===== src/rtl/safs_pkg.sv =====
`timescale 1ns / 1ps
// ----------------------------------------------------------------------------
// safs_pkg
// Shared types and codes of the sprite animation frame selector.
// ----------------------------------------------------------------------------
package safs_pkg;

  localparam int MAX_FRAMES_DEF = 64;
  localparam int TW = 64;

  typedef logic [2:0] func_t;
  localparam func_t FN_ADD   = 3'd0;
  localparam func_t FN_START = 3'd1;
  localparam func_t FN_STOP  = 3'd2;
  localparam func_t FN_SETC  = 3'd3;
  localparam func_t FN_SYNC  = 3'd4;
  localparam func_t FN_GET   = 3'd5;

  typedef logic [1:0] status_t;
  localparam status_t ST_OK    = 2'd0;
  localparam status_t ST_EMPTY = 2'd1;
  localparam status_t ST_FULL  = 2'd2;

  localparam logic [1:0] CFG_COLS = 2'd0;
  localparam logic [1:0] CFG_TW   = 2'd1;
  localparam logic [1:0] CFG_TH   = 2'd2;

  typedef enum logic [2:0] {
    SEL_SC_OLD,
    SEL_SC_NEW,
    SEL_SC_WHOLE,
    SEL_GF_RUN,
    SEL_GF_FLEN,
    SEL_GF_IDX,
    SEL_GF_MOD,
    SEL_GF_TILE
  } div_sel_t;

  typedef struct packed {
    logic     latch;
    logic     div_start;
    div_sel_t div_sel;
    logic     div_cap;
    logic     tile_cap;
    logic     mul_start;
    logic     fin;
  } dp_cmd_t;

  typedef struct packed {
    logic div_done;
    logic mul_done;
    logic cyc_same;
    logic cnt_zero;
  } dp_stat_t;

endpackage


===== src/rtl/safs_ram.sv =====
`timescale 1ns / 1ps
// ----------------------------------------------------------------------------
// safs_ram
// Generic single-write, single-read RAM with registered read data.
// ----------------------------------------------------------------------------
module safs_ram #(
  parameter int WIDTH = 12,
  parameter int DEPTH = 64,
  localparam int AW = (DEPTH > 1) ? $clog2(DEPTH) : 1
) (
  input  logic             clk,
  input  logic             we,
  input  logic [AW-1:0]    waddr,
  input  logic [WIDTH-1:0] wdata,
  input  logic [AW-1:0]    raddr,
  output logic [WIDTH-1:0] rdata
);

  logic [WIDTH-1:0] mem [DEPTH];

  always_ff @(posedge clk) begin
    if (we) begin
      mem[waddr] <= wdata;
    end
    rdata <= mem[raddr];
  end

endmodule


===== src/rtl/safs_div.sv =====
`timescale 1ns / 1ps
// ----------------------------------------------------------------------------
// safs_div
// Radix-2 restoring divider, one quotient bit per cycle.
// ----------------------------------------------------------------------------
module safs_div import safs_pkg::*; (
  input  logic          clk,
  input  logic          rst_n,
  input  logic          start,
  input  logic [TW-1:0] dividend,
  input  logic [TW-1:0] divisor,
  output logic          done,
  output logic [TW-1:0] quot,
  output logic [TW-1:0] rem
);

  localparam int CW = $clog2(TW);

  logic          busy_r, busy_nxt;
  logic          done_r, done_nxt;
  logic [CW-1:0] cnt_r, cnt_nxt;
  logic [TW-1:0] quo_r, quo_nxt;
  logic [TW-1:0] rem_r, rem_nxt;
  logic [TW-1:0] dvs_r, dvs_nxt;
  logic [TW:0]   sh;
  logic [TW:0]   diff;

  always_comb begin
    sh       = {rem_r, quo_r[TW-1]};
    diff     = sh - {1'b0, dvs_r};
    busy_nxt = busy_r;
    done_nxt = 1'b0;
    cnt_nxt  = cnt_r;
    quo_nxt  = quo_r;
    rem_nxt  = rem_r;
    dvs_nxt  = dvs_r;
    if (start) begin
      busy_nxt = 1'b1;
      cnt_nxt  = '0;
      quo_nxt  = dividend;
      rem_nxt  = '0;
      dvs_nxt  = divisor;
    end else if (busy_r) begin
      if (!diff[TW]) begin
        rem_nxt = diff[TW-1:0];
        quo_nxt = {quo_r[TW-2:0], 1'b1};
      end else begin
        rem_nxt = sh[TW-1:0];
        quo_nxt = {quo_r[TW-2:0], 1'b0};
      end
      cnt_nxt = cnt_r + 1'b1;
      if (cnt_r == CW'(TW - 1)) begin
        busy_nxt = 1'b0;
        done_nxt = 1'b1;
      end
    end
  end

  always_ff @(posedge clk) begin
    if (!rst_n) begin
      busy_r <= 1'b0;
      done_r <= 1'b0;
      cnt_r  <= '0;
    end else begin
      busy_r <= busy_nxt;
      done_r <= done_nxt;
      cnt_r  <= cnt_nxt;
    end
    quo_r <= quo_nxt;
    rem_r <= rem_nxt;
    dvs_r <= dvs_nxt;
  end

  assign done = done_r;
  assign quot = quo_r;
  assign rem  = rem_r;

endmodule


===== src/rtl/safs_ctrl.sv =====
`timescale 1ns / 1ps
// ----------------------------------------------------------------------------
// safs_ctrl
// Request sequencer: decodes the op code and steps the datapath.
// ----------------------------------------------------------------------------
module safs_ctrl import safs_pkg::*; (
  input  logic     clk,
  input  logic     rst_n,
  input  logic     start,
  input  func_t    func,
  input  dp_stat_t stat,
  output logic     busy,
  output logic     out_valid,
  output dp_cmd_t  cmd
);

  typedef enum logic [8:0] {
    S_IDLE = 9'b000000001,
    S_DEC  = 9'b000000010,
    S_DIV  = 9'b000000100,
    S_WAIT = 9'b000001000,
    S_MUL  = 9'b000010000,
    S_MULW = 9'b000100000,
    S_RD   = 9'b001000000,
    S_RDW  = 9'b010000000,
    S_FIN  = 9'b100000000
  } state_t;

  state_t     state_r, state_nxt;
  logic [2:0] step_r, step_nxt;
  func_t      func_r, func_nxt;
  logic       out_valid_r;
  div_sel_t   sel;

  always_comb begin
    sel = SEL_SC_OLD;
    if (func_r == FN_SETC) begin
      case (step_r)
        3'd0:    sel = SEL_SC_OLD;
        3'd1:    sel = SEL_SC_NEW;
        default: sel = SEL_SC_WHOLE;
      endcase
    end else begin
      case (step_r)
        3'd0:    sel = SEL_GF_RUN;
        3'd1:    sel = SEL_GF_FLEN;
        3'd2:    sel = SEL_GF_IDX;
        3'd3:    sel = SEL_GF_MOD;
        default: sel = SEL_GF_TILE;
      endcase
    end
  end

  always_comb begin
    state_nxt = state_r;
    step_nxt  = step_r;
    func_nxt  = func_r;
    case (state_r)
      S_IDLE: begin
        if (start) begin
          func_nxt  = func;
          state_nxt = S_DEC;
        end
      end
      S_DEC: begin
        step_nxt = '0;
        if ((func_r == FN_SETC && !stat.cyc_same && !stat.cnt_zero) ||
            (func_r == FN_GET && !stat.cnt_zero)) begin
          state_nxt = S_DIV;
        end else begin
          state_nxt = S_FIN;
        end
      end
      S_DIV:  state_nxt = S_WAIT;
      S_WAIT: begin
        if (stat.div_done) begin
          step_nxt = step_r + 3'd1;
          if (func_r == FN_SETC) begin
            state_nxt = (step_r == 3'd2) ? S_MUL : S_DIV;
          end else if (step_r == 3'd3) begin
            state_nxt = S_RD;
          end else if (step_r == 3'd4) begin
            state_nxt = S_FIN;
          end else begin
            state_nxt = S_DIV;
          end
        end
      end
      S_MUL:  state_nxt = S_MULW;
      S_MULW: begin
        if (stat.mul_done) begin
          state_nxt = S_FIN;
        end
      end
      S_RD:   state_nxt = S_RDW;
      S_RDW:  state_nxt = S_DIV;
      S_FIN:  state_nxt = S_IDLE;
      default: state_nxt = S_IDLE;
    endcase
  end

  always_ff @(posedge clk) begin
    if (!rst_n) begin
      state_r     <= S_IDLE;
      step_r      <= '0;
      func_r      <= FN_ADD;
      out_valid_r <= 1'b0;
    end else begin
      state_r     <= state_nxt;
      step_r      <= step_nxt;
      func_r      <= func_nxt;
      out_valid_r <= (state_r == S_FIN);
    end
  end

  always_comb begin
    cmd           = '0;
    cmd.latch     = (state_r == S_IDLE) && start;
    cmd.div_start = (state_r == S_DIV);
    cmd.div_sel   = sel;
    cmd.div_cap   = (state_r == S_WAIT) && stat.div_done;
    cmd.tile_cap  = (state_r == S_RDW);
    cmd.mul_start = (state_r == S_MUL);
    cmd.fin       = (state_r == S_FIN);
  end

  assign busy      = (state_r != S_IDLE);
  assign out_valid = out_valid_r;

endmodule


===== src/rtl/safs_dp.sv =====
`timescale 1ns / 1ps
// ----------------------------------------------------------------------------
// safs_dp
// Datapath: timing state, frame table, shared divider, shift-add multiplier.
// ----------------------------------------------------------------------------
module safs_dp import safs_pkg::*; #(
  parameter int MAX_FRAMES = MAX_FRAMES_DEF,
  localparam int CW = $clog2(MAX_FRAMES + 1),
  localparam int AW = (MAX_FRAMES > 1) ? $clog2(MAX_FRAMES) : 1
) (
  input  logic          clk,
  input  logic          rst_n,
  input  dp_cmd_t       cmd,
  output dp_stat_t      stat,
  input  func_t         in_func,
  input  logic [TW-1:0] in_now_time,
  input  logic [11:0]   in_tile_number,
  input  logic [TW-1:0] in_cycle_value,
  input  logic [TW-1:0] in_start_value,
  input  logic          in_stop_value,
  input  logic          cfg_we,
  input  logic [1:0]    cfg_index,
  input  logic [11:0]   cfg_data,
  output status_t       out_status,
  output logic [19:0]   out_pixel_x,
  output logic [23:0]   out_pixel_y,
  output logic [11:0]   out_pixel_w,
  output logic [11:0]   out_pixel_h,
  output logic [11:0]   out_tile_out,
  output logic          out_is_stopped,
  output logic [TW-1:0] out_cycle_out,
  output logic [TW-1:0] out_start_out,
  output logic [CW-1:0] out_count_out
);

  localparam int MCW = $clog2(TW);

  logic [7:0]    cols_r;
  logic [11:0]   tw_r, th_r;
  func_t         func_r;
  logic [TW-1:0] now_r, cyc_in_r, start_in_r;
  logic [11:0]   tile_in_r;
  logic          stop_in_r;

  logic [CW-1:0] cnt_r, cnt_nxt;
  logic [TW-1:0] cyc_r, cyc_nxt;
  logic [TW-1:0] start_r, start_nxt;
  logic          stop_r, stop_nxt;

  logic [TW-1:0] t0_r, t1_r, t2_r;
  logic [11:0]   tile_r;

  status_t       status_r, status_nxt;
  logic [19:0]   px_r, px_nxt;
  logic [23:0]   py_r, py_nxt;
  logic [11:0]   pw_r, pw_nxt;
  logic [11:0]   ph_r, ph_nxt;
  logic [11:0]   to_r, to_nxt;

  logic [TW-1:0] dvd, dvs, quot, rem;
  logic          div_done;
  logic [TW-1:0] cnt64;
  logic          full;
  logic          ram_we;
  logic [11:0]   ram_rdata;
  logic [7:0]    col;
  logic [11:0]   row;

  logic [TW-1:0]  mul_acc_r, mul_a_r, mul_b_r;
  logic [MCW-1:0] mul_cnt_r;
  logic           mul_busy_r, mul_done_r;

  assign cnt64 = TW'(cnt_r);
  assign full  = (cnt_r >= CW'(MAX_FRAMES));

  always_ff @(posedge clk) begin
    if (!rst_n) begin
      cols_r <= '0;
      tw_r   <= '0;
      th_r   <= '0;
    end else if (cfg_we) begin
      case (cfg_index)
        CFG_COLS: cols_r <= cfg_data[7:0];
        CFG_TW:   tw_r   <= cfg_data;
        CFG_TH:   th_r   <= cfg_data;
        default:  ;
      endcase
    end
  end

  always_ff @(posedge clk) begin
    if (cmd.latch) begin
      func_r     <= in_func;
      now_r      <= in_now_time;
      cyc_in_r   <= in_cycle_value;
      start_in_r <= in_start_value;
      tile_in_r  <= in_tile_number;
      stop_in_r  <= in_stop_value;
    end
  end

  always_comb begin
    dvd = cyc_r;
    dvs = cnt64;
    case (cmd.div_sel)
      SEL_SC_OLD:   begin dvd = cyc_r;           dvs = cnt64;        end
      SEL_SC_NEW:   begin dvd = cyc_in_r;        dvs = cnt64;        end
      SEL_SC_WHOLE: begin dvd = start_r;         dvs = t0_r;         end
      SEL_GF_RUN:   begin dvd = now_r - start_r; dvs = cyc_r;        end
      SEL_GF_FLEN:  begin dvd = cyc_r;           dvs = cnt64;        end
      SEL_GF_IDX:   begin dvd = t0_r;            dvs = t1_r;         end
      SEL_GF_MOD:   begin dvd = t2_r;            dvs = cnt64;        end
      SEL_GF_TILE:  begin dvd = TW'(tile_r);     dvs = TW'(cols_r);  end
      default:      begin dvd = cyc_r;           dvs = cnt64;        end
    endcase
  end

  safs_div u_div (
    .clk      (clk),
    .rst_n    (rst_n),
    .start    (cmd.div_start),
    .dividend (dvd),
    .divisor  (dvs),
    .done     (div_done),
    .quot     (quot),
    .rem      (rem)
  );

  always_ff @(posedge clk) begin
    if (cmd.div_cap) begin
      case (cmd.div_sel)
        SEL_SC_OLD:   t0_r <= quot;
        SEL_SC_NEW:   t1_r <= quot;
        SEL_SC_WHOLE: t2_r <= (t0_r == '0) ? '0 : quot;
        SEL_GF_RUN:   t0_r <= (cyc_r == '0) ? '0 : rem;
        SEL_GF_FLEN:  t1_r <= quot;
        SEL_GF_IDX:   t2_r <= (t1_r == '0 || stop_r) ? '0 : quot;
        SEL_GF_MOD:   t2_r <= rem;
        SEL_GF_TILE:  begin t0_r <= quot; t1_r <= rem; end
        default:      ;
      endcase
    end
    if (cmd.tile_cap) begin
      tile_r <= ram_rdata;
    end
  end

  // shift-add multiply of whole frames by the new frame length
  always_ff @(posedge clk) begin
    if (!rst_n) begin
      mul_busy_r <= 1'b0;
      mul_done_r <= 1'b0;
      mul_cnt_r  <= '0;
    end else begin
      mul_done_r <= 1'b0;
      if (cmd.mul_start) begin
        mul_busy_r <= 1'b1;
        mul_cnt_r  <= '0;
      end else if (mul_busy_r) begin
        mul_cnt_r <= mul_cnt_r + 1'b1;
        if (mul_cnt_r == MCW'(TW - 1)) begin
          mul_busy_r <= 1'b0;
          mul_done_r <= 1'b1;
        end
      end
    end
    if (cmd.mul_start) begin
      mul_acc_r <= '0;
      mul_a_r   <= t2_r;
      mul_b_r   <= t1_r;
    end else if (mul_busy_r) begin
      if (mul_b_r[0]) begin
        mul_acc_r <= mul_acc_r + mul_a_r;
      end
      mul_a_r <= {mul_a_r[TW-2:0], 1'b0};
      mul_b_r <= {1'b0, mul_b_r[TW-1:1]};
    end
  end

  assign ram_we = cmd.fin && (func_r == FN_ADD) && !full;

  safs_ram #(
    .WIDTH (12),
    .DEPTH (MAX_FRAMES)
  ) u_table (
    .clk   (clk),
    .we    (ram_we),
    .waddr (cnt_r[AW-1:0]),
    .wdata (tile_in_r),
    .raddr (t2_r[AW-1:0]),
    .rdata (ram_rdata)
  );

  assign col = (cols_r == '0) ? '0 : t1_r[7:0];
  assign row = (cols_r == '0) ? '0 : t0_r[11:0];

  always_comb begin
    cnt_nxt    = cnt_r;
    cyc_nxt    = cyc_r;
    start_nxt  = start_r;
    stop_nxt   = stop_r;
    status_nxt = ST_OK;
    px_nxt     = '0;
    py_nxt     = '0;
    pw_nxt     = '0;
    ph_nxt     = '0;
    to_nxt     = '0;
    case (func_r)
      FN_ADD: begin
        if (full) begin
          status_nxt = ST_FULL;
        end else begin
          cnt_nxt = cnt_r + 1'b1;
        end
      end
      FN_START: begin
        if (stop_r) begin
          start_nxt = start_in_r;
        end
        stop_nxt = 1'b0;
      end
      FN_STOP: stop_nxt = 1'b1;
      FN_SETC: begin
        if (cyc_r != cyc_in_r) begin
          if (cnt_r == '0) begin
            status_nxt = ST_EMPTY;
            cyc_nxt    = '0;
            start_nxt  = '0;
          end else begin
            cyc_nxt   = cyc_in_r;
            start_nxt = (mul_acc_r > now_r) ? now_r - t1_r : mul_acc_r;
          end
        end
      end
      FN_SYNC: begin
        start_nxt = start_in_r;
        cyc_nxt   = cyc_in_r;
        stop_nxt  = stop_in_r;
      end
      FN_GET: begin
        if (cnt_r == '0) begin
          status_nxt = ST_EMPTY;
        end else begin
          px_nxt = 20'(col * tw_r);
          py_nxt = 24'(row * th_r);
          pw_nxt = tw_r;
          ph_nxt = th_r;
          to_nxt = tile_r;
        end
      end
      default: ;
    endcase
  end

  always_ff @(posedge clk) begin
    if (!rst_n) begin
      cnt_r   <= '0;
      cyc_r   <= '0;
      start_r <= '0;
      stop_r  <= 1'b1;
    end else if (cmd.fin) begin
      cnt_r   <= cnt_nxt;
      cyc_r   <= cyc_nxt;
      start_r <= start_nxt;
      stop_r  <= stop_nxt;
    end
    if (cmd.fin) begin
      status_r <= status_nxt;
      px_r     <= px_nxt;
      py_r     <= py_nxt;
      pw_r     <= pw_nxt;
      ph_r     <= ph_nxt;
      to_r     <= to_nxt;
    end
  end

  always_comb begin
    stat.div_done = div_done;
    stat.mul_done = mul_done_r;
    stat.cyc_same = (cyc_r == cyc_in_r);
    stat.cnt_zero = (cnt_r == '0);
  end

  assign out_status     = status_r;
  assign out_pixel_x    = px_r;
  assign out_pixel_y    = py_r;
  assign out_pixel_w    = pw_r;
  assign out_pixel_h    = ph_r;
  assign out_tile_out   = to_r;
  assign out_is_stopped = stop_r;
  assign out_cycle_out  = cyc_r;
  assign out_start_out  = start_r;
  assign out_count_out  = cnt_r;

endmodule


===== src/rtl/sprite_animation_frame_select.sv =====
`timescale 1ns / 1ps
// ----------------------------------------------------------------------------
// sprite_animation_frame_select
// Sprite animation timing and frame lookup on a sprite sheet.
//
// Requests enter on start/in_*; a request is taken when start is high and
// busy is low. Each request gives one result, shown for one cycle with
// out_valid high; the receiver cannot stall, so results are never held.
// Add, start, stop, sync, unused codes and requests that skip the arithmetic
// go straight from decode to finish. Set cycle makes 3 passes on the shared
// 64-bit divider and one on the shift-add multiplier. Get frame takes 5
// divider passes plus a table read. The divider gives one quotient bit per
// cycle while busy; one request is in flight at a time.
// The cfg channel (cfg_valid/cfg_ready, always ready) writes sheet columns,
// tile width and tile height; write only while idle.
// Reset clears the frame count, cycle and start time and sets the stopped
// flag; the frame table holds no defined value until written.
// ----------------------------------------------------------------------------
module sprite_animation_frame_select import safs_pkg::*; #(
  parameter int MAX_FRAMES = MAX_FRAMES_DEF,
  localparam int CW = $clog2(MAX_FRAMES + 1)
) (
  input  logic          clk,
  input  logic          rst_n,
  input  logic          start,
  output logic          busy,
  input  logic [2:0]    in_func,
  input  logic [63:0]   in_now_time,
  input  logic [11:0]   in_tile_number,
  input  logic [63:0]   in_cycle_value,
  input  logic [63:0]   in_start_value,
  input  logic          in_stop_value,
  output logic          out_valid,
  output logic [1:0]    out_status,
  output logic [19:0]   out_pixel_x,
  output logic [23:0]   out_pixel_y,
  output logic [11:0]   out_pixel_w,
  output logic [11:0]   out_pixel_h,
  output logic [11:0]   out_tile_out,
  output logic          out_is_stopped,
  output logic [63:0]   out_cycle_out,
  output logic [63:0]   out_start_out,
  output logic [CW-1:0] out_count_out,
  input  logic          cfg_valid,
  output logic          cfg_ready,
  input  logic [1:0]    cfg_index,
  input  logic [11:0]   cfg_data
);

  dp_cmd_t  cmd;
  dp_stat_t stat;

  assign cfg_ready = 1'b1;

  safs_ctrl u_ctrl (
    .clk       (clk),
    .rst_n     (rst_n),
    .start     (start),
    .func      (in_func),
    .stat      (stat),
    .busy      (busy),
    .out_valid (out_valid),
    .cmd       (cmd)
  );

  safs_dp #(
    .MAX_FRAMES (MAX_FRAMES)
  ) u_dp (
    .clk            (clk),
    .rst_n          (rst_n),
    .cmd            (cmd),
    .stat           (stat),
    .in_func        (in_func),
    .in_now_time    (in_now_time),
    .in_tile_number (in_tile_number),
    .in_cycle_value (in_cycle_value),
    .in_start_value (in_start_value),
    .in_stop_value  (in_stop_value),
    .cfg_we         (cfg_valid & cfg_ready),
    .cfg_index      (cfg_index),
    .cfg_data       (cfg_data),
    .out_status     (out_status),
    .out_pixel_x    (out_pixel_x),
    .out_pixel_y    (out_pixel_y),
    .out_pixel_w    (out_pixel_w),
    .out_pixel_h    (out_pixel_h),
    .out_tile_out   (out_tile_out),
    .out_is_stopped (out_is_stopped),
    .out_cycle_out  (out_cycle_out),
    .out_start_out  (out_start_out),
    .out_count_out  (out_count_out)
  );

endmodule

===== config.mk =====
export PLATFORM = sky130hd
export DESIGN_NAME = sprite_animation_frame_select
export DESIGN_NICKNAME = d
export VERILOG_FILES = /design/src/rtl/safs_pkg.sv /design/src/rtl/safs_ram.sv /design/src/rtl/safs_div.sv /design/src/rtl/safs_ctrl.sv /design/src/rtl/safs_dp.sv /design/src/rtl/sprite_animation_frame_select.sv
export SDC_FILE = /design/constraint.sdc
export NUM_CORES = 2
export LEC_CHECK = 0
export BUFFER_PORTS_ARGS = -buffer_cell sky130_fd_sc_hd__buf_4
export CAP_MARGIN = 30
export CORE_MARGIN = 2
export CORE_UTILIZATION = 40
export CTS_BUF_LIST = sky130_fd_sc_hd__clkbuf_4
export DETAILED_ROUTE_END_ITERATION = 10
export GPL_TIMING_DRIVEN = 0
export HOLD_SLACK_MARGIN = 0.15
export PLACE_DENSITY_LB_ADDON = 0.3
export SLEW_MARGIN = 20
export SYNTH_ARGS = -nofsm -noshare
export SYNTH_HDL_FRONTEND = slang
export SYNTH_SLANG_ARGS = --single-unit

===== constraint.sdc =====
create_clock -name clk -period 15 [get_ports clk]
set_clock_uncertainty 0.05 [all_clocks]
set_input_delay 2.25 -clock clk [delete_from_list [all_inputs] [get_ports clk]]
set_output_delay 2.25 -clock clk [all_outputs]
set_load 0.03 [all_outputs]

# Yosys cells after proc, flatten, opt, wreduce, memory -nomap -nowiden
# Memories as Yosys holds them, arrays and structs flattened. A register that Yosys moved wholly into a read port is not among the register bits.
# Index checks and enable logic that the tools add are counted.
[totals] ff_bits=1078 n_memories=1 out_inout_bits=221 word_cells=204 inputBits=226 ramBits=768
[mem_list] memory="u_dp.u_table.mem" words=64 word_bits=12 read_ports=1 rd_ports_with_merged_regs=1 wr=1 line="safs_ram.sv:19" source="logic [WIDTH-1:0] mem [DEPTH];"
[classes] n_eq_ne=39 bitwise_logic=5 magnitude_cmp=2 n_reduce_logical=53 muxes=55 addsub=8 n_mul=2
[op_table] op="two-way mux 64 bit" n=16
[op_table] op="case mux 64 bit (7 select lines)" n=1
[op_table] op="case mux 64 bit (2 select lines)" n=3
[op_table] op="case mux 64 bit (3 select lines)" n=2
[op_table] op="case mux 64 bit (5 select lines)" n=1
[op_table] op="zero test 64 bit" n=3
[op_table] op="subtractor 64 bit" n=2
[op_table] op="case mux 9 bit (8 select lines)" n=1
[op_table] op="subtractor 65 x 64 -> 65 bit" n=1
[op_table] op="adder 64 bit" n=1
[op_table] op="equality test 64 bit" n=1
[op_table] op="greater-than comparator 64 bit" n=1
[op_table] op="!= test 64 bit" n=1
[op_table] op="two-way mux 9 bit" n=7
[op_table] op="equality test 3 bit (second input constant)" n=8
[op_table] op="multiplier 12 x 12 -> 24 bit" n=1
[op_table] op="equality test 3 x 2 -> 1 bit (second input constant)" n=7
[op_table] op="multiplier 8 x 12 -> 20 bit" n=1
[op_table] op="AND reduction 2 bit" n=10
[op_table] op="adder 6 x 1 -> 6 bit (second input constant)" n=2
[op_table] op="equality test 6 bit (second input constant)" n=2
[op_table] op="two-way mux 1 bit" n=12
[op_table] op="two-way mux 12 bit" n=1
[op_table] op="case mux 3 bit (4 select lines)" n=1
[op_table] op="41 further kinds" n=78

# Depth between registers and ports, before layout
[logic_depth] word_depth=7 mapped_depth=28 depth_no_buf=26

# Cells and area by module
# From an unflattened synthesis, not the netlist that was laid out.
[unflattened] cells_unflattened=8708 hier_area_um2=101921.5
[by_module_without_submodules] module="safs_dp" area_each_um2=59061.6 seq_area_each_um2=23482.5 instances=1 cells_each=6028
[by_module_without_submodules] module="safs_ram" area_each_um2=29909.9 seq_area_each_um2=23302.3 instances=1 cells_each=1336
[by_module_without_submodules] module="safs_div" area_each_um2=11913.9 seq_area_each_um2=5285.1 instances=1 cells_each=1228
[by_module_without_submodules] module="safs_ctrl" area_each_um2=1024.7 seq_area_each_um2=320.3 instances=1 cells_each=114
[by_module_without_submodules] module="sprite_animation_frame_select" area_each_um2=11.3 seq_area_each_um2=0.0 instances=1 cells_each=2

# Worst setup path after synthesis
# No wires, ideal clock.
[synth_timing] path_type="input -> register" start="input port start" end="register u_ctrl.func_r[0]" n_path_buf=0 arrival_ps=11780 stages=4 setup_slack_ps=3037 setup_ps=133 cell_sequence="inv_1 nor2_1 mux2i_1 nor2b_1"
[synth_via] elab_chain_len=1
[synth_rtl] item="start, declared" line="sprite_animation_frame_select.sv:25" source="input logic start,"
[synth_rtl] item="AND reduction 2 bit (no source line)"
[synth_rtl] item="end signal, assigned" line="safs_ctrl.sv:111" source="func_r <= func_nxt;"
[synth_rtl] item="end, declared" line="safs_ctrl.sv:31" source="func_t func_r, func_nxt;"
# Every way passes these cells.
# A chain may end at the register's enable or synchronous reset.

# Worst setup path in the final report
[layout_timing] start="register u_dp.cols_r[7]" end="register u_dp.py_r[22] (netlist: u_dp.out_pixel_y[22]) (data pin)"
[layout_via] elab_chain_len=3
[layout_rtl] item="start, declared" line="safs_dp.sv:38" source="logic [7:0] cols_r;"
[layout_rtl] item="start signal, assigned" line="safs_dp.sv:83" source="CFG_COLS: cols_r <= cfg_data[7:0];"
[layout_rtl] item="zero test 8 bit" line="safs_dp.sv:195" source="assign row = (cols_r == '0) ? '0 : t0_r[11:0];"
[layout_rtl] item="two-way mux 12 bit" line="safs_dp.sv:195"
[layout_rtl] item="multiplier 12 x 12 -> 24 bit" line="safs_dp.sv:245" source="py_nxt = 24'(row * th_r);"
[layout_rtl] item="end signal, assigned" line="safs_dp.sv:270" source="py_r <= py_nxt;"
[layout_rtl] item="end, declared" line="safs_dp.sv:55" source="logic [23:0] py_r, py_nxt;"
# Every way passes these cells.

==> key figures <==
Placement
  – DP HPWL: between 300000 and 400000 um
  – Dpl cell area: about 0.11 mm^2
  – IO buf count: roughly 440
  – GPL Wtd Cong: around 1.1

STA
  – Slew margin rel.: between 10% and 20%
  – Tmin final: ~8 ns
  – # setup viols final: 0
  – Max Freq: ~0.12 GHz
  – RSZ-0062 raised after global routing: false
  – Tightest Pin Transition: 1.20 ns
  – Final Cycle Share: between 50 and 60%
  – Final Hold Viols: 0
  – Slew Viols, Final: 0

Clocking
  – # hold bufs at CTS: 0
  – Worst skew pair latency: ~1.4 ns
  – Post-CTS setup buffers: 0
  – CTS sink count: between 1500 and 2000
  – # H-tree levels: 6
  – CTS max path bufs: 4
  – CTS root buf: clkbuf_4
  – Num CTS Buffers: between 500 and 600
  – Clock transition at path regs: 0.07 ns
  – Cells resized by post-CTS repair: 0
  – CTS tree: done

Detailed routing
  – DRC Markers: 0
  – Initial DRC Count: 11600
  – Vias: between 80000 and 90000
  – WL met3: around 50000 um
  – Routed vias/inst: approximately 6.0
  – DR top layer: met5
  – Post-DR wirelength/cell: approximately 32 um
  – Routed wire length: roughly 440000 um
  – Final ANT Viol Nets: 0
  – Met1 wire length: around 180000 um
  – Met2 wire length: between 150000 and 200000 um
  – Pre-Repair DR Iteration Count: 9

Floorplan
  – Site row count: 183
  – Die ar.: between 0.2 and 0.3 mm^2
  – Initial Util: 40.2%
  – DIE WIDTH: approximately 500 um
  – Core area: between 0.2 and 0.25 mm^2
  – Top Ports: 447
  – Die height: about 500 um

Synthesis
  – Syn. warnings: 0
  – Syn_nets: about 9800
  – Distinct cells, synth: about 100
  – Async SR Flop Fraction: 0%
  – Cell taking the most area after synthesis: edfxtp_1
  – Mapped Area: 0.0999 mm^2
  – Register bit total from synthesis: around 1900
  – Most common cell in the synthesized netlist: edfxtp_1
  – Register area share after synthesis: a little over half
  – Syn Inst Count: ~9000
  – Ranking of synthesized cells by area: edfxtp_1 (46%), dfxtp_1 (6.8%), mux4_2 (5.7%)
  – Area share of the largest cell type after synthesis: a little under half
  – Most common library cells after synthesis: edfxtp_1 (1518), nand2_1 (1235), o21ai_0 (635)
  – Synth Flop Type: edfxtp_1
  – Post-synth EDFFs: 1518
  – Synth Area per Inst: 11.1 um^2

Setup path
  – CP Data Arrival Time: 9.26 ns
  – Setup CP Type: flip-flop to flip-flop
  – Crit Path Max Fanout: 10
  – R2r setup slk: about 6.8 ns
  – R2R cell count: 24
  – Worst R2R Start: u_dp.cols_r[7]
  – Crit start category: flip-flop
  – Critical Path Source: u_dp.cols_r[7]
  – Critical path capture point: u_dp.out_pixel_y[22]
  – Reg2Reg Capture Point: u_dp.out_pixel_y[22]
  – CP required: roughly 16 ns
  – CP Capture Type: flip-flop

Worst hold path
  – HP Class: flip-flop to flip-flop

GRT
  – GRT Residual Overflow: 0
  – Largest net degree at the start of global routing: 60
  – First-pass GRT wire length: roughly 600000 um
  – Total Routing Usage GR: around 34%
  – Number of global-route vias before repair: approximately 79000
  – Initial antenna violation count: 38

Final layout
  – Area occupied by multi-input gates: approximately 0.044 mm^2
  – Post-layout util: ~47%
  – Layout cells sized above 1: around 18%
  – Final Cell Area: ~0.12 mm^2
  – Area Growth Syn to Fin: 16.8%
  – Flip-flop and latch area: about 0.052 mm^2
  – # fillers: 23100
  – NumNets Final: about 11000

Run status
  – Status: finished clean

Power and ir drop
  – Peak supply drop: 0.0852 mV
  – Leak: roughly 46 nW
  – Power per Cell Area: between 100 and 150 mW/mm^2

Job
  – # Max-Cap Violations: 0
flip-flops by register name (all words and copies together), names as in the netlist, 20 cells and up:
signal	count
u_dp.u_table.mem	768
u_dp.cyc_in_r	64
u_dp.mul_a_r	64
u_dp.mul_acc_r	64
u_dp.mul_b_r	64
u_dp.now_r	64
u_dp.out_cycle_out	64
u_dp.out_start_out	64
u_dp.start_in_r	64
u_dp.t0_r	64
u_dp.t1_r	64
u_dp.t2_r	64
u_dp.u_div.dvs_r	64
u_dp.u_div.quot	64
u_dp.u_div.rem	64
u_dp.out_pixel_y	24
u_dp.out_pixel_x	20
placed cells by master (no fill, tap or decap), drive strengths merged, types with 80 or more instances in the layout:
master  count
and3      133
clkbuf   1212
inv       554
xor2      172
a221oi     80
mux4      252
nand3     193
xnor2     163
fa        164
edfxtp   1518
nor4       88
nor2      539
a21oi     612
clkinv    104
dfxtp     340
buf       666
and2       95
a21o      184
a21boi     96
nor3       83
nand4      90
ha        428
nand2    1235
o21ai     647
final cells by class:
class	instances	share of cell area, %
Multi-Input combinational cell	6075	37.5
Antenna cell	28	0.0601
Tap cell	3330	3.57
Inverter	539	1.74
Buffer	524	1.74
Timing Repair Buffer	589	4.70
Sequential cell	1858	44.9
Clock inverter	139	0.826
Clock buffer	765	4.92
metrics by stage:
| step | hold slack [ns] | worst slack (ns) | TNS (ns) | total power, W | instances |
|---|---|---|---|---|---|
| after floorplan | 0.336 | 3.04 | 0 | 0.00666 | 8996 |
| after global placement | 0.339 | -1.63 | -313.79 | 0.00720 | 12800 |
| after detailed placement | 0.339 | 6.95 | 0 | 0.00722 | 12900 |
| after CTS | 0.356 | 6.94 | 0 | 0.0121 | 13800 |
| after global routing | 0.360 | 6.26 | 0 | 0.0125 | 13800 |
| final | 0.356 | 6.76 | 0 | 0.0121 | 13800 |
per-layer routing:
layer  global-route usage [%]  up-vias
li1                         -    35600
met1                     46.1    41000
met2                     48.5     5091
met3                     9.08      946
met4                     17.3        8
met5                        0        -
critical path: stages, from the launching register on:
cell       delay [ns]
dfxtp_1          0.37
nor4_2           0.80
nand2_1          0.40
clkbuf_1         0.36
clkbuf_1         0.34
and3_1           0.30
fa_1             0.53
ha_1             0.23
fa_1             0.49
inv_1            0.06
fa_1             0.51
fa_1             0.51
inv_1            0.05
ha_1             0.28
o21ai_0          0.12
a21boi_0         0.16
o21ai_0          0.23
a21boi_0         0.17
o21ai_0          0.37
a21oi_1          0.16
o41ai_1          0.73
o2111ai_1        0.24
a21oi_1          0.22
xor2_1           0.20
nor2_1           0.06
logic make-up after synthesis:
kind of cell	share of synthesized area, %
compound gates	13.7
xor+xnor	2.94
fa+ha+maj	8.65
buf+inv	4.03
flops	52.4
mux	6.30
other cells	0.00375
simple gates	12.0
report_power, final:
group          switching [W]  internal, W  total, W
clock network        0.00231      0.00258   0.00488
registers           0.000233      0.00566   0.00589
logic               0.000807     0.000468   0.00127
total                0.00335      0.00871    0.0121
worst min path at each step:
stage | startpoint | end | slack (ns) | cells past startpoint
after floorplan | u_dp.u_table.rdata[0] | u_dp.tile_r[0] | 0.34 | 0
after detailed placement | u_dp.u_table.rdata[3] | u_dp.tile_r[3] | 0.34 | 0
after global placement | u_dp.u_table.rdata[3] | u_dp.tile_r[3] | 0.34 | 0
final | u_dp.u_table.rdata[3] | u_dp.tile_r[3] | 0.36 | 0
after global routing | u_dp.u_table.rdata[10] | u_dp.tile_r[10] | 0.36 | 0
after CTS | u_dp.u_table.rdata[3] | u_dp.tile_r[3] | 0.36 | 0
(Power assumes the default switching activity.)
